## config.mk

```make
export PLATFORM = sky130hd
export DESIGN_NAME = pse_alu
export DESIGN_NICKNAME = d
export VERILOG_FILES = /design/src/hw/rtl/pse_pkg.sv /design/src/hw/rtl/pse_alu.sv
export SDC_FILE = /design/constraint.sdc
export NUM_CORES = 1
export LEC_CHECK = 0
export ABC_AREA = 1
export ABC_CLOCK_PERIOD_IN_PS = 6090
export CAP_MARGIN = 20
export CORE_ASPECT_RATIO = 0.7
export CORE_MARGIN = 3
export CORE_UTILIZATION = 30
export DETAILED_ROUTE_END_ITERATION = 16
export DONT_BUFFER_PORTS = 1
export PLACE_DENSITY = 0.44
export REMOVE_ABC_BUFFERS = 1
export SLEW_MARGIN = 20
export SYNTH_ARGS = -nofsm -noshare
export SYNTH_HDL_FRONTEND = slang
export SYNTH_SLANG_ARGS = --single-unit
```

## constraint.sdc

```tcl
create_clock -name vclk -period 6.09
set_input_delay 0.609 -clock vclk [all_inputs]
set_output_delay 0.609 -clock vclk [all_outputs]
set_load 0.02 [all_outputs]
```

## src/hw/rtl/pse_pkg.sv

```systemverilog
`default_nettype none
// ---------------------------------------------------------------------------
// pse_pkg
// Shared types and codes for the postfix stack evaluator.
// ---------------------------------------------------------------------------
package pse_pkg;

  localparam int DATA_W  = 32;  // Q16.16 word
  localparam int OP_W    = 3;
  localparam int DEPTH_W = 8;   // depth field on the result channel
  localparam int ST_W    = 3;
  localparam int ALU_W   = DATA_W + 2;
  localparam int CNT_W   = $clog2(DATA_W);
  localparam int IN_TDATA_W  = 40;  // value + start_req, padded to bytes
  localparam int OUT_TDATA_W = 40;  // top_value + depth

  typedef logic [OP_W-1:0] op_t;
  typedef logic [ST_W-1:0] status_t;
  typedef logic [DATA_W-1:0] word_t;
  typedef logic [ALU_W-1:0] alu_word_t;

  localparam op_t OP_PUSH = 3'd0;
  localparam op_t OP_ADD  = 3'd1;
  localparam op_t OP_SUB  = 3'd2;
  localparam op_t OP_MUL  = 3'd3;
  localparam op_t OP_DIV  = 3'd4;

  localparam status_t ST_OK    = 3'd0;
  localparam status_t ST_UNDER = 3'd1;
  localparam status_t ST_FULL  = 3'd2;
  localparam status_t ST_DIVZ  = 3'd3;
  localparam status_t ST_SAT   = 3'd4;

endpackage

`default_nettype wire

```

## src/hw/rtl/pse_alu.sv

```systemverilog
`default_nettype none
// ---------------------------------------------------------------------------
// pse_alu
// Shared adder/subtractor; the add/subtract, multiply, divide and rounding steps use it.
// ---------------------------------------------------------------------------
module pse_alu (
  input  wire pse_pkg::alu_word_t a,
  input  wire pse_pkg::alu_word_t b,
  input  wire                     sub,
  output pse_pkg::alu_word_t      y
);

  assign y = sub ? (a - b) : (a + b);

endmodule

`default_nettype wire

```

==> summary.md, run 1 <==
| Metric | Value |
|---|---|
| Synthesis Warnings | `0` |
| Sequential standard cell area | `0 um^2` |
| Initial Utilization | `31.4%` |
| Yosys cell types | `30` |
| Vias in the first global route | `3,601` |
| Initial antenna violation count | `0` |
| Crit path DAT | `3.30 ns` |
| Met3 Use GR | `3.85%` |
| Global Route met2 Usage | `26.3%` |
| All-layer global routing usage | `18.8%` |
| Horiz. Die Dim | `132 um` |
| Hold slack | `1.41 ns` |
| Max-slew headroom | `49.6%` |
| Remaining Overflow, GRT | `0` |
| Peak Freq | `256 MHz` |
| Vias/cell | `4.75` |
| CP Launch Type | `input port` |
| CLK BUF | `0` |
| Routed Antenna Nets | `0` |
| Core box area | `10,600 um^2` |
| Syn_area_per_cell | `5.06 um^2` |
| Placed cell areas | `3500 um^2` |
| Number of DRC markers in iteration 0 | `201` |
| Pre-CTS WS | `2.19 ns` |
| Filler cells | `1,267` |
| Max VDD drop | `39.5 uV` |
| Die height | `94.1 um` |
| RSZ-0062 raised after global routing | `false` |
| DRT Wirelength | `12,000 um` |
| Leak | `0.00200 uW` |
| Placed instance count | `803` |
| Max Slew Vio Count | `0` |
| Max-cap violations | `0` |
| Via count | `3,812` |
| Design Area, Final | `3500 um^2` |
| Final WS setup | `2.18 ns` |
| Final setup TNS | `0 ns` |
| Setup repair bufs after CTS | `0` |
| RePlAce Congestion | `0.919` |
| Post-Syn Area | `3330 um^2` |
| Share of layout cells above drive strength 1 | `4.89%` |
| Worst-Margin Slew | `0.756 ns` |
| Crit. End Element | `primary output` |
| Worst min path class | `in -> out` |
| TritonRoute pass-1 iters | `5` |
| I/O Buffers | `0` |
| Mapped Cells | `658` |
| Top Usage Layer GRT | `met1` |
| Post-cts resize count | `0` |
| Critical Path RT | `5.48 ns` |
| First-pass GRT wire length | `19,000 um` |
| Diode count | `0` |
| Minimum clock period after layout | `3.91 ns` |
| Final Hold Viols | `0` |
| DR WL/cell | `14.9 um` |
| Die Area | `12,400 um^2` |
| P&R area growth vs syn | `5.15%` |
| Final setup fails | `0` |
| Sequential area share after synthesis | `0%` |
| Fin crit share | `64.2%` |
| CP Class | `in -> out` |
| # DRC | `0` |
| Number of placed I/O pins | `103` |
| Largest net degree at the start of global routing | `25` |
| Post-DP HPWL | `11,000 um` |
| Highest net fanout along the worst path | `5` |
| Nets | `761` |
| Power Dens Cells | `148 nW/um^2` |
| Final cell count without fillers | `803` |
| Met1 Track Usage GR | `30.3%` |
| Seq Cell Count | `0` |
| Row count | `31` |
| Cts hold-fix bufs | `0` |
| Status | `complete, no violations` |
## synth_stat cells
cell type,number,area (um^2)
nand4_1,6,37.5
nand3_1,37,185
nor2_4,2,22.5
a21o_1,1,7.51
clkbuf_1,1,3.75
inv_2,1,3.75
buf_2,2,10.0
nor4_1,1,6.26
nand2_4,1,11.3
o21ai_0,29,145
a31oi_1,1,6.26
xnor2_1,8,70.1
nand3_2,3,30.0
nand4_2,1,12.5
nand2_1,204,766
ha_1,34,425
xor2_1,38,333
nor3_1,11,55.1
fa_1,1,20.0
nor2_2,8,50.1
a21oi_2,1,8.76
o21a_1,1,7.51
o21ai_4,1,16.3
inv_1,126,473
o21ai_2,1,8.76
o21bai_1,3,22.5
nand2_2,13,81.3
a21oi_1,40,200
nor2_1,80,300
o21ai_1,2,10.0
## final cells by class
type	instances	area [um^2]	share of cell area, %
multi-input combinational	528	2840	81.1
tap	148	185	5.29
inverter	127	477	13.6
## final timing paths
path / start / to / slack, ns / cells after the start
max: b[1] / y[28] / 2.18 / 16
min: b[0] / y[0] / 1.41 / 2
## per-layer routing
metal	share of wire [%]	vias to the layer above
li1	-	2033
met1	54	1671
met2	37	106
met3	8.7	2
met4	0.14	0
met5	0	-
## where the power goes
part,total (uW),switching (uW),internal [uW]
combinational,519,377,143
sequential,0,0,0
clock,0,0,0
## kinds of logic after synthesis
group,count (synthesis),synth area share [%]
buffers and inverters,130,14.7
AND/OR/NAND/NOR,367,46.8
XOR/XNOR,46,12.1
AO/OA/AOI/OAI,80,13.0
adder cells (fa/ha/maj),35,13.4
## worst max-delay path, stage by stage
cell     delay [ns]
nor2_1         0.16
nand3_2        0.17
nor2_4         0.18
nand2_4        0.09
nor2_2         0.11
nand2_1        0.06
nand2_1        0.07
xor2_1         0.31
ha_1           0.35
a21oi_1        0.22
o21ai_0        0.16
nand2_1        0.08
nand2_1        0.05
a21oi_1        0.29
nand3_1        0.11
nand2_1        0.27
## stage by stage
step	util [%]	power (uW)
floorplan	-	407
global placement	33.1	516
detailed placement	33.1	519
CTS	33.1	520
global route	33.1	583
finish	33.1	519
## layout by cell type, fill, tap and decap left out, drive strengths merged
master,n
o21ai,33
a21o,1
ha,34
xor2,38
nor3,11
a31oi,1
inv,127
nand3,40
nor2,90
o21bai,3
a21oi,41
nor4,1
fa,1
nand4,7
nand2,218
xnor2,8
o21a,1
Power figures use the tool's default switching activity.
==> run 2: changes to the inputs <==
--- a/config.mk
+++ b/config.mk
@@ -5,8 +5,8 @@
 export SDC_FILE = /design/constraint.sdc
 export NUM_CORES = 1
 export LEC_CHECK = 0
-export ABC_AREA = 1
-export ABC_CLOCK_PERIOD_IN_PS = 6090
+export ABC_AREA = 0
+export ABC_CLOCK_PERIOD_IN_PS = 3910
 export CAP_MARGIN = 20
 export CORE_ASPECT_RATIO = 0.7
 export CORE_MARGIN = 3
==> constraint.sdc (replaced) <==
create_clock -name vclk -period 3.91
set_input_delay 0.391 -clock vclk [all_inputs]
set_output_delay 0.391 -clock vclk [all_outputs]
set_load 0.02 [all_outputs]
==> run 2 against run 1 <==
Compared with the run above:
- the flow now finishes with violations (negative setup slack)
- highest routed layer unchanged
- utilization is 11 points higher
- die area fell by 20%
- non-clock buffer count is 83 higher
- hold slack got worse by 0.43 ns
- cell area up 3.8%
- count of clock-buffer cells in the layout stayed put
- total power up 86%
- worst setup slack got worse by 2.2 ns
==> summary.md, run 2 <==
| Metric | Value |
|---|---|
| Status | `finished, violations left (was complete, no violations)` |
| Violated checks | `negative setup slack` |
| Final WS setup | `-0.0142 ns (was 2.18 ns)` |
| Most frequent cells in the layout | `buf_4, xnor2_1, a21oi_1, nor2_1, ha_1 (was nand2_1, inv_1, nor2_1, a21oi_1, xor2_1)` |
| CP max stage cell | `ha_1 (unchanged)` |
| Share of layout cells above drive strength 1 | `31.3% (was 4.89%)` |
| P&R area growth vs syn | `37.7% (was 5.15%)` |
| Final setup TNS | `-0.0217 ns (was 0 ns)` |
| Commonest cells post-synth | `a21oi_1, xnor2_1, nor2_1 (was nand2_1, inv_1, nor2_1)` |
| Crit. End Element | `primary output (unchanged)` |
| Max Slew Vio Count | `0 (unchanged)` |
| DR WL/cell | `15.7 um (was 14.9 um)` |
| Vias/cell | `5.31 (was 4.75)` |
| Via count | `3,009 (was 3,812)` |
| Core box area | `8210 um^2 (was 10,600 um^2)` |
| Worst path cell trace | `nor4_4, nor2b_4, buf_4, nand2_1, nor4_2, nor2_1, xnor2_1, ha_1, nand4_1, nor2_2, o211ai_1, nand3_2, o211ai_4, a2111oi_4, buf_4, nor2_1, a311oi_2, buf_4 (was nor2_1, nand3_2, nor2_4, nand2_4, nor2_2, nand2_1, nand2_1, xor2_1, ha_1, a21oi_1, o21ai_0, nand2_1, nand2_1, a21oi_1, nand3_1, nand2_1)` |
| Vias in the first global route | `2,867 (was 3,601)` |
| Max-cap violations | `0 (unchanged)` |
| CP Launch Type | `input port (unchanged)` |
| CP max stage delay | `0.36 ns (was 0.35 ns)` |
| Worst path most repeated cell | `buf_4 (was nand2_1)` |
| Filler cells | `864 (was 1,267)` |
| Die Area | `9970 um^2 (was 12,400 um^2)` |
| Final Hold Viols | `0 (unchanged)` |
| Placed cell areas | `3260 um^2 (was 3500 um^2)` |
| DRT Wirelength | `8900 um (was 12,000 um)` |
| Number of DRC markers in iteration 0 | `164 (was 201)` |
| Row count | `27 (was 31)` |
| Power Dens Cells | `265 nW/um^2 (was 148 nW/um^2)` |
| Yosys top cell by area | `ha_1 (was nand2_1)` |
| # DRC | `0 (unchanged)` |
| Fin crit share | `100%` |
| Area of the multi-input gates | `2780 um^2 (was 2840 um^2)` |
| Sequential area share after synthesis | `0% (unchanged)` |
| Leak | `0.00159 uW (was 0.00200 uW)` |
| Seq Cell Count | `0 (unchanged)` |
| Largest net degree at the start of global routing | `34 (was 25)` |
| Post-DP HPWL | `7560 um (was 11,000 um)` |
| Initial antenna violation count | `0 (unchanged)` |
| Syn_area_per_cell | `6.94 um^2 (was 5.06 um^2)` |
| Adder-Cell Fraction of Synth Area | `16.9% (was 13.4%)` |
| Sequential standard cell area | `0 um^2 (unchanged)` |
| Multiplexer share of the synthesized area | `1.52% (was 0%)` |
| Post-synthesis compound-gate area fraction | `29.4% (was 13.0%)` |
| CP Class | `in -> out (unchanged)` |
| Max-slew headroom | `63.4% (was 49.6%)` |
| Horiz. Die Dim | `118 um (was 132 um)` |
| Worst Setup EP | `y[29] (was y[28])` |
| Diode count | `0 (unchanged)` |
| Area contributors post-synth | `ha_1, xnor2_1, a21oi_1 (was nand2_1, inv_1, ha_1)` |
| Design Area, Final | `3630 um^2 (was 3500 um^2)` |
| Largest family of logic cells by synthesized area | `compound AO/OA/AOI/OAI gates (was simple AND/OR/NAND/NOR gates)` |
| Peak Freq | `255 MHz` |
| Die height | `84.5 um (was 94.1 um)` |
| I/O Buffers | `0 (unchanged)` |
| Post-Synth XOR/XNOR Area | `19.0% (was 12.1%)` |
| RePlAce Congestion | `0.824 (was 0.919)` |
| Post-synth top area share | `16.1% (was 23.0%)` |
| Worst-Margin Slew | `0.546 ns (was 0.756 ns)` |
| Remaining Overflow, GRT | `0 (unchanged)` |
| Synthesis Warnings | `0 (unchanged)` |
| Yosys cell types | `61 (was 30)` |
| Simple-gate area share of the yosys netlist | `27.8% (was 46.8%)` |
| First-pass GRT wire length | `14,500 um (was 19,000 um)` |
| Nets | `557 (was 761)` |
| Highest net fanout along the worst path | `5 (unchanged)` |
| Commonest non-fill, non-tap cell in the layout | `buf_4 (was nand2_1)` |
| Mapped Cells | `380 (was 658)` |
| Cell with the most instances after synthesis | `a21oi_1 (was nand2_1)` |
| TritonRoute pass-1 iters | `4 (was 5)` |
| Post-Syn Area | `2640 um^2 (was 3330 um^2)` |
| CLK BUF | `0 (unchanged)` |
| Minimum clock period after layout | `3.92 ns` |
| Routed Antenna Nets | `0 (unchanged)` |
| Critical Path RT | `3.52 ns (was 5.48 ns)` |
| Crit. Startpoint | `b[6] (was b[1])` |
| Crit path DAT | `3.53 ns (was 3.30 ns)` |
| RSZ-0062 raised after global routing | `true (was false)` |
| All-layer global routing usage | `16.7% (was 18.8%)` |
| Worst min path class | `in -> out (unchanged)` |
| Max VDD drop | `124 uV (was 39.5 uV)` |
| Number of placed I/O pins | `103 (unchanged)` |
| Final setup fails | `2 (was 0)` |
| Initial Utilization | `32.1% (was 31.4%)` |
| Final core occ | `44.3% (was 33.1%)` |
run 2: area by class of cell:
cell class	instances	share of cell area (%)
Multi-Input combinational cell	348	76.5
Timing Repair Buffer	83	17.5
Tap cell	116	3.99
Inverter	20	2.07
run 2: per-layer routing:
layer | part of all wire, % | wire, um | global-route usage (%)
met5 | 0 | 0 | 0
met1 | 53 | 4700 | 26.8
met3 | 7.0 | 624 | 2.49
met4 | 0.71 | 63 | 0.745
met2 | 39 | 3510 | 24.3
run 2: how the worst min path moves through the flow:
stage	slack (ns)	start	cells after the start	to
after floorplan	0.96	b[0]	2	y[0]
after global placement	0.97	b[0]	2	y[0]
after detailed placement	0.98	b[0]	2	y[0]
after CTS	0.98	b[0]	2	y[0]
after global routing	1.0	b[0]	2	y[0]
final	0.98	b[0]	2	y[0]
run 2: worst max-delay path: cells and delay by family:
kind,cells,cell delay [ns]
simple gates,9,1.36
compound gates,4,0.81
buf+inv,3,0.49
fa+ha+maj,1,0.36
xor+xnor,1,0.13
run 2: cell families after synthesis:
| kind of cell | Yosys count |
|---|---|
| buffers and inverters | 32 |
| multiplexers | 4 |
| XOR/XNOR | 55 |
| AND/OR/NAND/NOR | 136 |
| adder cells (fa/ha/maj) | 35 |
| AO/OA/AOI/OAI | 118 |
run 2: timing repair:
| item | in CTS | in global routing |
|---|---|---|
| setup buffers | 1 | 9 |
| hold buffers | 0 | 0 |
| pin swaps | 7 | 24 |
| endpoints found under the setup margin | 10 | 13 |
| endpoints found under the hold margin | 0 | 0 |
| cloned | 0 | 0 |
| gates resized for setup | 17 | 42 |
run 2: where the power goes:
part / internal (uW) / switching (uW)
combinational: 428 / 536
sequential: 0 / 0
clock: 0 / 0
run 2: stage by stage:
stage                     hold slack (ns)  std cells  setup slack (ns)  total power, uW
after floorplan                     0.964        368           -0.0447              596
after global placement              0.971        557            -0.301              870
after detailed placement            0.977        557            -0.354              872
after CTS                           0.978        558           -0.0309              893
after global routing                0.996        567            -0.235             1060
final                               0.977        567           -0.0142              965
